`src/rtl/rbmn_pkg.sv`:
```
// ----------------------------------------------------------------------------
// rbmn_pkg
// Shared types and constants for the cartridge ROM bank mapper with its
// built-in nibble RAM.
// ----------------------------------------------------------------------------
package rbmn_pkg;

  // Default depth of the built-in nibble RAM.
  localparam int RAM_DEPTH_DEFAULT = 512;

  // Field widths.
  localparam int ADDR_W     = 16;
  localparam int DATA_W     = 8;
  localparam int BANK_W     = 4;
  localparam int NIBBLE_W   = 4;
  localparam int ROM_ADDR_W = 18;
  localparam int BANK_OFS_W = 14;

  // Bus map.
  localparam logic [ADDR_W-1:0] RAM_EN_LIMIT = 16'h2000;
  localparam logic [ADDR_W-1:0] BANK_LIMIT   = 16'h4000;
  localparam logic [ADDR_W-1:0] ROM_LIMIT    = 16'h8000;
  localparam logic [ADDR_W-1:0] RAM_BASE     = 16'hA000;
  localparam logic [ADDR_W-1:0] RAM_WIN_LAST = 16'hBFFF;

  // Reset values.
  localparam logic [BANK_W-1:0] ROM_BANK_MASK_RESET = 4'hF;
  localparam logic [BANK_W-1:0] ROM_BANK_RESET      = 4'h1;

  // Byte returned for disabled or missing RAM.
  localparam logic [DATA_W-1:0] OPEN_BUS_BYTE = 8'hFF;

  // Configuration register indexes.
  localparam logic REG_ROM_BANK_MASK = 1'b0;

  // Access kinds.
  localparam logic OP_READ  = 1'b0;
  localparam logic OP_WRITE = 1'b1;

  // Response kinds.
  typedef enum logic [1:0] {
    RESP_NONE = 2'd0,
    RESP_ROM  = 2'd1,
    RESP_DATA = 2'd2
  } resp_kind_t;

endpackage

```
`src/rtl/rbmn_ram.sv`:
```
// ----------------------------------------------------------------------------
// rbmn_ram
// Generic simple dual-port RAM with one write port and one registered read
// port. The read register holds its value while the read enable is low.
// ----------------------------------------------------------------------------
module rbmn_ram #(
  parameter int WIDTH = 4,
  parameter int DEPTH = 512
) (
  input  logic                     clk,
  input  logic                     we,
  input  logic [$clog2(DEPTH)-1:0] waddr,
  input  logic [WIDTH-1:0]         wdata,
  input  logic                     re,
  input  logic [$clog2(DEPTH)-1:0] raddr,
  output logic [WIDTH-1:0]         rdata
);

  logic [WIDTH-1:0] mem [DEPTH];

  // Write port.
  always_ff @(posedge clk) begin
    if (we) begin
      mem[waddr] <= wdata;
    end
  end

  // Registered read port; a read in the same cycle as a write to that address returns the old data.
  always_ff @(posedge clk) begin
    if (re) begin
      rdata <= mem[raddr];
    end
  end

endmodule

```
`src/rtl/rom_bank_mapper_nibble_ram_unit.sv`:
```
// ----------------------------------------------------------------------------
// rom_bank_mapper_nibble_ram_unit
// Cartridge bank controller: decodes one bus access per word, maps ROM reads
// to physical addresses, keeps the bank and RAM-disable registers, and serves
// a built-in nibble RAM.
// ----------------------------------------------------------------------------
// Pipeline: an accepted access word passes the decode stage, then the result register.
// Throughput: one access word per cycle while m_tready holds and no clearing pass runs.
// Reset: rst clears control state, then a clearing pass writes zero to every
// RAM entry, one entry a cycle; s_tready stays low during that pass while
// configuration writes are still taken.
module rom_bank_mapper_nibble_ram_unit #(
  parameter int RAM_DEPTH = rbmn_pkg::RAM_DEPTH_DEFAULT
) (
  input  logic        clk,
  input  logic        rst,
  // Access input.
  input  logic        s_tvalid,
  output logic        s_tready,
  input  logic [23:0] s_tdata,   // [15:0] bus_address, [23:16] write_data
  input  logic [0:0]  s_tuser,   // [0] operation
  // Result output.
  output logic        m_tvalid,
  input  logic        m_tready,
  output logic [31:0] m_tdata,   // [17:0] rom_address, [25:18] read_data, rest 0
  output logic [1:0]  m_tuser,   // [1:0] response_kind
  // Configuration port.
  input  logic        psel,
  input  logic        penable,
  input  logic        pwrite,
  input  logic [2:0]  paddr,
  input  logic [31:0] pwdata,
  output logic [31:0] prdata,
  output logic        pready
);

  import rbmn_pkg::*;

  localparam int RAM_AW = $clog2(RAM_DEPTH);
  localparam logic [ADDR_W:0] RAM_END = (ADDR_W+1)'(RAM_BASE) + (ADDR_W+1)'(RAM_DEPTH);

  // Configuration and mapper state.
  logic [BANK_W-1:0] rom_bank_mask;
  logic [BANK_W-1:0] rom_bank;
  logic              ram_disabled;

  // Clearing pass.
  logic              clearing;
  logic [RAM_AW-1:0] clr_addr;

  // Decode stage.
  logic              s1_valid;
  resp_kind_t        s1_kind;
  logic [ROM_ADDR_W-1:0] s1_rom_address;
  logic              s1_ram_rd;
  logic              s1_open_bus;

  // Result register.
  resp_kind_t        out_kind;
  logic [ROM_ADDR_W-1:0] out_rom_address;
  logic [DATA_W-1:0] out_read_data;

  // Access fields and decode.
  logic              in_accept;
  logic              s1_adv;
  logic              is_write;
  logic [ADDR_W-1:0] bus_address;
  logic [DATA_W-1:0] write_data;
  logic              in_ram;
  logic              in_ram_window;
  logic [BANK_W-1:0] bank_sel;
  logic              ram_we;
  logic [RAM_AW-1:0] ram_waddr;
  logic [NIBBLE_W-1:0] ram_wdata;
  logic [NIBBLE_W-1:0] ram_rdata;
  logic [DATA_W-1:0] s1_read_data;
  logic              cfg_write;

  assign is_write    = (s_tuser[0] == OP_WRITE);
  assign bus_address = s_tdata[ADDR_W-1:0];
  assign write_data  = s_tdata[ADDR_W+DATA_W-1:ADDR_W];

  assign in_ram = ({1'b0, bus_address} >= {1'b0, RAM_BASE}) &&
                  ({1'b0, bus_address} < RAM_END);
  assign in_ram_window = (bus_address >= RAM_BASE) && (bus_address <= RAM_WIN_LAST);

  // Handshakes: the decode stage moves on when the result register is free.
  assign s1_adv    = s1_valid && (!m_tvalid || m_tready);
  assign s_tready  = !clearing && (!s1_valid || s1_adv);
  assign in_accept = s_tvalid && s_tready;

  // Configuration port.
  assign pready    = 1'b1;
  assign cfg_write = psel && penable && pwrite;
  assign prdata    = (paddr[2] == REG_ROM_BANK_MASK) ? {28'd0, rom_bank_mask} : 32'd0;

  always_ff @(posedge clk) begin
    if (rst) begin
      rom_bank_mask <= ROM_BANK_MASK_RESET;
    end else if (cfg_write && (paddr[2] == REG_ROM_BANK_MASK)) begin
      rom_bank_mask <= pwdata[BANK_W-1:0];
    end
  end

  // Clearing pass over the RAM after reset.
  always_ff @(posedge clk) begin
    if (rst) begin
      clearing <= 1'b1;
      clr_addr <= '0;
    end else if (clearing) begin
      clr_addr <= clr_addr + 1'b1;
      if (clr_addr == RAM_AW'(RAM_DEPTH - 1)) begin
        clearing <= 1'b0;
      end
    end
  end

  // Mapper registers change at the edge that accepts the write.
  assign bank_sel = (write_data[BANK_W-1:0] == '0) ? ROM_BANK_RESET
                                                   : write_data[BANK_W-1:0];

  always_ff @(posedge clk) begin
    if (rst) begin
      rom_bank     <= ROM_BANK_RESET;
      ram_disabled <= 1'b0;
    end else if (in_accept && is_write) begin
      if (bus_address < RAM_EN_LIMIT) begin
        ram_disabled <= bus_address[8];
      end else if (bus_address < BANK_LIMIT) begin
        rom_bank <= bank_sel;
      end
    end
  end

  // RAM write port: the clearing pass, else a write into the RAM range.
  always_comb begin
    if (clearing) begin
      ram_we    = 1'b1;
      ram_waddr = clr_addr;
      ram_wdata = '0;
    end else begin
      ram_we    = in_accept && is_write && in_ram;
      ram_waddr = bus_address[RAM_AW-1:0];
      ram_wdata = write_data[NIBBLE_W-1:0];
    end
  end

  rbmn_ram #(
    .WIDTH (NIBBLE_W),
    .DEPTH (RAM_DEPTH)
  ) u_ram (
    .clk   (clk),
    .we    (ram_we),
    .waddr (ram_waddr),
    .wdata (ram_wdata),
    .re    (in_accept),
    .raddr (bus_address[RAM_AW-1:0]),
    .rdata (ram_rdata)
  );

  // Decode stage: response kind, ROM address and data source of a read.
  always_ff @(posedge clk) begin
    if (rst) begin
      s1_valid <= 1'b0;
    end else if (in_accept) begin
      s1_valid <= 1'b1;
    end else if (s1_adv) begin
      s1_valid <= 1'b0;
    end
  end

  always_ff @(posedge clk) begin
    if (in_accept) begin
      s1_kind        <= RESP_NONE;
      s1_rom_address <= '0;
      s1_ram_rd      <= 1'b0;
      s1_open_bus    <= 1'b0;
      if (!is_write) begin
        if (bus_address < BANK_LIMIT) begin
          s1_kind        <= RESP_ROM;
          s1_rom_address <= {{BANK_W{1'b0}}, bus_address[BANK_OFS_W-1:0]};
        end else if (bus_address < ROM_LIMIT) begin
          s1_kind        <= RESP_ROM;
          s1_rom_address <= {rom_bank & rom_bank_mask, bus_address[BANK_OFS_W-1:0]};
        end else if (in_ram) begin
          s1_kind     <= RESP_DATA;
          s1_ram_rd   <= !ram_disabled;
          s1_open_bus <= ram_disabled;
        end else if (in_ram_window) begin
          s1_kind     <= RESP_DATA;
          s1_open_bus <= 1'b1;
        end
      end
    end
  end

  // Data byte from the RAM nibble or the open-bus value.
  always_comb begin
    if (s1_ram_rd) begin
      s1_read_data = {{(DATA_W-NIBBLE_W){1'b0}}, ram_rdata};
    end else if (s1_open_bus) begin
      s1_read_data = OPEN_BUS_BYTE;
    end else begin
      s1_read_data = '0;
    end
  end

  // Result register.
  always_ff @(posedge clk) begin
    if (rst) begin
      m_tvalid <= 1'b0;
    end else if (s1_adv) begin
      m_tvalid <= 1'b1;
    end else if (m_tready) begin
      m_tvalid <= 1'b0;
    end
  end

  always_ff @(posedge clk) begin
    if (s1_adv) begin
      out_kind        <= s1_kind;
      out_rom_address <= s1_rom_address;
      out_read_data   <= s1_read_data;
    end
  end

  assign m_tuser = out_kind;
  assign m_tdata = {6'd0, out_read_data, out_rom_address};

endmodule
```
`config.mk`:
```
export PLATFORM = sky130hd
export DESIGN_NAME = rom_bank_mapper_nibble_ram_unit
export DESIGN_NICKNAME = d
export VERILOG_FILES = /design/src/rtl/rbmn_pkg.sv /design/src/rtl/rbmn_ram.sv /design/src/rtl/rom_bank_mapper_nibble_ram_unit.sv
export SDC_FILE = /design/constraint.sdc
export NUM_CORES = 2
export LEC_CHECK = 0
export BUFFER_PORTS_ARGS = -buffer_cell sky130_fd_sc_hd__buf_2
export CAP_MARGIN = 20
export CORE_MARGIN = 1
export CORE_UTILIZATION = 67
export CTS_CLUSTER_SIZE = 30
export DETAILED_ROUTE_END_ITERATION = 10
export PLACE_DENSITY_LB_ADDON = 0.25
export SYNTH_ARGS = -nofsm -noshare
export SYNTH_HDL_FRONTEND = slang
export SYNTH_SLANG_ARGS = --single-unit
```
`constraint.sdc`:
```
create_clock -name clk -period 36.4 [get_ports clk]
set_clock_uncertainty 0.15 [all_clocks]
set_input_delay 5.46 -clock clk [delete_from_list [all_inputs] [get_ports clk]]
set_output_delay 5.46 -clock clk [all_outputs]
set_load 0.01 [all_outputs]
```
=== Yosys cells after proc, flatten, opt, wreduce, memory -nomap -nowiden ===
Memories as Yosys holds them, arrays and structs flattened. A register that Yosys moved wholly into a read port is not among the register bits.
Index checks and enable logic that the tools add are counted.
Widths: inputs -> output; s select.

* Register bits: 71
* RAM bits: 2048
* Input bits: 67
* Output and inout port bits: 69
* Word-level logic and storage cells: 79
* Memories kept: 1

{| class="wikitable"
|+ Memories
! memory !! words !! bits a word !! read ports !! clocked after Yosys merged registers in !! wr ports !! line !! source
|-
| u_ram.mem || 512 || 4 || 1 || 1 || 1 || rbmn_ram.sv:19 || <nowiki>logic [WIDTH-1:0] mem [DEPTH];</nowiki>
|}

* Add/subtract/negate cells: 1
* Order comparisons: 7
* Eq/ne operators: 1
* Multiplexer cells: 23
* Bitwise gates (word level): 5
* Reduce and logical (&&, ||, !) cells: 24

{| class="wikitable"
|+ Operators with widths
! cell !! count
|-
| $ge 16x16->1 const B || 2
|-
| $lt 16x16->1 const B || 2
|-
| $mux 14 || 2
|-
| $le 16x16->1 const B || 1
|-
| $lt 16x14->1 const B || 1
|-
| $lt 16x15->1 const B || 1
|-
| $mux 4 || 4
|-
| $mux 1 || 13
|-
| $logic_and 1x1->1 || 10
|-
| $add 9x1->9 const B || 1
|-
| $eq 9x9->1 const B || 1
|-
| $mux 9 || 1
|-
| $mux 8 || 1
|-
| $reduce_or 3->1 || 2
|-
| $and 4x4->4 || 1
|-
| $logic_not 1->1 || 4
|-
| $logic_not 4->1 || 1
|-
| $mux 2 || 2
|-
| $not 1->1 || 4
|-
| $reduce_bool 2->1 || 2
|-
| $reduce_or 4->1 || 1
|-
| $reduce_and 3->1 || 1
|-
| $logic_or 1x1->1 || 2
|-
| $reduce_and 2->1 || 1
|}

=== Depth between registers and ports, before layout ===
* Word-level depth: 11
* Depth in mapped cells: 12
* Depth with buffers taken out: 7

=== By module ===
Synthesis repeated with hierarchy kept, for this count alone.

* Cell total of the unflattened synthesis: 4647
* Area total of the unflattened synthesis: 84666.2 um^2

{| class="wikitable"
|+ Modules (own cells, without submodules)
! module !! times used !! cells an instance !! area each (um^2) !! seq. area each (um^2)
|-
| rbmn_ram || 1 || 4403 || 81644.6 || 61619.1
|-
| rom_bank_mapper_nibble_ram_unit || 1 || 244 || 3021.6 || 1831.8
|}

=== Least setup slack after synthesis ===
Ideal clock, no wire load.

* Path kind: in2reg
* Start: input s_tdata[16]
* End: memory u_ram.mem[0][0], data pin
* Setup time: 2.689 ns
* Data arrival time: 17.669 ns
* Data required time: 33.561 ns
* Slack: 15.892 ns
* Cell stages on the path: 1
* Buffers on the path: 0
* Cell sequence: nor2b_1

* Longest elaborated chain between the ends: 1

{| class="wikitable"
|+ RTL lines
! what !! line !! source
|-
| from (decl) || rom_bank_mapper_nibble_ram_unit.sv:20 || <nowiki>input logic [23:0] s_tdata,</nowiki>
|-
| $mux 4 || rom_bank_mapper_nibble_ram_unit.sv:137 || <nowiki>if (clearing) begin</nowiki>
|-
| to (decl) || rbmn_ram.sv:19 ||
|}

Every way passes these cells.

=== Worst setup path after layout ===
* Start: input m_tready
* End: output s_tready

* Longest elaborated chain between the ends: 4

{| class="wikitable"
|+ RTL lines
! what !! line !! source
|-
| from (decl) || rom_bank_mapper_nibble_ram_unit.sv:24 || <nowiki>input logic m_tready,</nowiki>
|-
| $logic_or 1x1->1 || rom_bank_mapper_nibble_ram_unit.sv:88 || <nowiki>assign s1_adv = s1_valid && (!m_tvalid || m_tready);</nowiki>
|-
| $logic_and 1x1->1 || rom_bank_mapper_nibble_ram_unit.sv:88 ||
|-
| $logic_or 1x1->1 || rom_bank_mapper_nibble_ram_unit.sv:89 || <nowiki>assign s_tready = !clearing && (!s1_valid || s1_adv);</nowiki>
|-
| $logic_and 1x1->1 || rom_bank_mapper_nibble_ram_unit.sv:89 ||
|-
| to (decl) || rom_bank_mapper_nibble_ram_unit.sv:19 || <nowiki>output logic s_tready,</nowiki>
|}

Every way passes these cells.

==> results.yml <==
sta:
  max_slew.worst_pin.slew_ns: 1.40
  period_utilization: 0.325
  maxSlewViolCount: 0
  achievable-frequency_mhz: 84.6
  final.min_clock_period_ns: 11.82
  maxSlewHeadroom: 0.0638
  rsz_0062_raised_after_global_routing: "no"
  setup-tns-final_ns: 0
  setup_violations: 0
  fin_ws_ns: 24.58
  finalHoldViolCount: 0
synthesis:
  syn_avg_cell_area_um2: 18.3
  number_of_flip_flops_and_latches_in_the_synthesized_netlist: 2120
  syn_inst: 4678
  library_cell_occupying_the_most_area_in_the_post_synthesis_netlist: "sky130_fd_sc_hd__edfxtp_1"
  async_reset_ff_frac: 0
  synth_ff_type: "sky130_fd_sc_hd__edfxtp_1"
  synth_top_cell_area_share: 0.737
  yosys-top-cells-area: "sky130_fd_sc_hd__edfxtp_1 74%, sky130_fd_sc_hd__mux4_2 7.8%, sky130_fd_sc_hd__mux2i_1 4.9%"
  synth-seq-area-share: 0.742
  syn_area_um2: 85500
  netlist-cell-type-count: 81
  synth-edff-count: 2099
  synth-warning-count: 0
cts:
  clock_tree.root_cell: "sky130_fd_sc_hd__clkbuf_16"
  cts_tree: "done"
  clock_tree.htree_level_count: 4
  cts-buffers-inserted: 200
  clock_latency_ns: 0.81
  clkSlewWorstSetupHoldPaths_ns: 0.06
  tritoncts_num_sinks: 2120
  cts_resized: 0
  holdBufCountCts: 0
  clockBufferDepth: 3
  cts.repair_timing.setup_buffer_count: 0
power:
  finalPower_w: 0.00492
  max-vdd-ir-drop_mv: 0.0512
  pwr_density_cell_nw_per_um2: 53.0
  static-leakage-power_nw: 30.1
placed_design:
  placement.io_buffers: 66
  dp_hpwl_um: 115000
  gp_congestion: 0.887
  placed_cells: 6145
  pre_cts_slack_ns: 24.61
  dpl_cell_area_um2: 86300
setup_path:
  required_ns: 30.79
  endpoint_kind: "primary output"
  crit_path_start_kind: "input pin"
  r2r-start: "clearing$_SDFF_PP1_"
  worstPathArrival_ns: 6.21
  reg2reg_slack_ns: 31.62
  worstReg2RegEnd: "u_ram.mem[62][3]$_DFFE_PP_"
  crit_type: "in -> out"
  critical_path_peak_fanout: 4
  r2r_cells: 5
floorplan:
  core_um2: 126000
  rows: 130
  floorplan.die_area_um2: 129000
  dieWidth_um: 359
  floorplan.die.height_um: 359
  pin_count: 136
  start_util: 0.678
detailed_routing:
  drt-initial-drc-count: 6155
  route.detailed.drc: 0
  wl_um: 199000
  firstDrtPassIters: 8
  post_drt_wl_per_cell_um: 30.6
  ant_nets: 0
  vias: 45400
  via_per_inst: 6.96
layout:
  layout.filler_cells: 6989
  post_layout_nonfiller_instances: 6522
  nets: 4770
  mostFrequentLayoutCells: "2099 x sky130_fd_sc_hd__edfxtp_1, 584 x sky130_fd_sc_hd__nor2_1, 416 x sky130_fd_sc_hd__mux2i_1"
  cell_area_after_layout_um2: 93000
  area_delta_synth_final_pct: 8.72
  post_route_cells_drive_above_1_share: 0.161
  layout.cells.most_common: "sky130_fd_sc_hd__edfxtp_1"
run_status:
  run_status: "complete, no violations"
job:
  cap_viol_max_count: 0
min_path:
  holdPathEnd: "out_rom_address[8]$_DFFE_PP_"
  min_delay_path_depth: 0
  holdCritStartpoint: "s1_rom_address[8]$_SDFFCE_PP0P_"
  hp-class: "reg -> reg"
grt:
  grt_antenna_before_repair: 5
  grt_pass1_wl_um: 293000
  grt_max_degree: 250
  number_of_global_route_vias_before_repair: 45000
  grt_remaining_overflow: 0
  grt_util_all_layers: 0.311
power by group:
group	leakage, nW	internal, W	total, W	switching [W]
Combinational	7.34	0.0000715	0.000200	0.000129
Clock	3.20	0.00120	0.00208	0.000880
Sequential	19.6	0.00264	0.00264	0.00000120
Total	30.1	0.00391	0.00492	0.00101
area by class of cell:
class                           instances  area [µm²]  share of cell area
Clock inverter                        112        1060              0.0114
Antenna cell                            1        2.50           0.0000269
Clock buffer                          260        5500              0.0592
Inverter                               16        66.3            0.000713
Timing Repair Buffer                  137        1040              0.0112
Tap cell                             1650        2060              0.0222
Multi-Input combinational cell       2226       19800               0.213
Sequential cell                      2120       63500               0.683
state kept, by name, summed over array words and instances (netlist names), 4 cells and up:
register	count
u_ram.rdata	4
clr_addr	9
out_rom_address	18
rom_bank_mask	4
u_ram.mem	2048
rom_bank	4
s1_rom_address	18
out_read_data	5
critical path, stage by stage:
cell	delay, ns
sky130_fd_sc_hd__buf_2	0.10
sky130_fd_sc_hd__nor2b_1	0.29
sky130_fd_sc_hd__a21oi_1	0.18
sky130_fd_sc_hd__buf_2	0.17
how the worst max path moves through the flow:
stage | endpoint | slack [ns] | startpoint
after floorplan | u_ram.mem[0][0]$_DFFE_PP_ | 15.89 | s_tdata[16]
after CTS | s_tready | 24.59 | m_tready
after detailed placement | s_tready | 24.61 | m_tready
after global placement | s_tready | 24.65 | m_tready
after global routing | s_tready | 24.54 | m_tready
final | s_tready | 24.58 | m_tready
routing by layer:
layer  part of all wire  GRT usage
met1               0.37      0.439
met2               0.48      0.487
met3               0.11     0.0665
met4              0.036      0.112
met5                  0          0
synth_stat cells, types with 19 or more instances:
cell type / number
sky130_fd_sc_hd__nor3_1: 43
sky130_fd_sc_hd__mux4_1: 27
sky130_fd_sc_hd__nand3_1: 33
sky130_fd_sc_hd__mux2i_1: 416
sky130_fd_sc_hd__buf_2: 58
sky130_fd_sc_hd__and2_1: 19
sky130_fd_sc_hd__clkbuf_1: 134
sky130_fd_sc_hd__buf_1: 21
sky130_fd_sc_hd__buf_6: 28
sky130_fd_sc_hd__mux4_2: 297
sky130_fd_sc_hd__nand2_1: 155
sky130_fd_sc_hd__edfxtp_1: 2099
sky130_fd_sc_hd__buf_4: 50
sky130_fd_sc_hd__a22oi_1: 24
sky130_fd_sc_hd__dfxtp_1: 21
sky130_fd_sc_hd__a21oi_1: 89
sky130_fd_sc_hd__nor2_1: 584
sky130_fd_sc_hd__buf_12: 26
sky130_fd_sc_hd__o22ai_1: 93
sky130_fd_sc_hd__o21ai_0: 48
sky130_fd_sc_hd__buf_8: 23
sky130_fd_sc_hd__o221ai_1: 164
cell families (layout without fill, tap and decap cells):
family,after synthesis,count (layout),synth area share
xor+xnor,5,5,0.000512
flops,2120,2120,0.742
buf+inv,365,525,0.0303
fa+ha+maj,2,2,0.000293
simple gates,917,917,0.0451
compound gates,517,517,0.0451
other cells,2,36,0.0000878
mux,750,750,0.137
through the flow:
step | hold WS [ns] | utilization
after global placement | 0.251 | 0.685
final | 0.266 | 0.737
after floorplan | 0.250 | -
after global routing | 0.269 | 0.737
after CTS | 0.268 | 0.737
after detailed placement | 0.255 | 0.685
(Power assumes the default switching activity.)
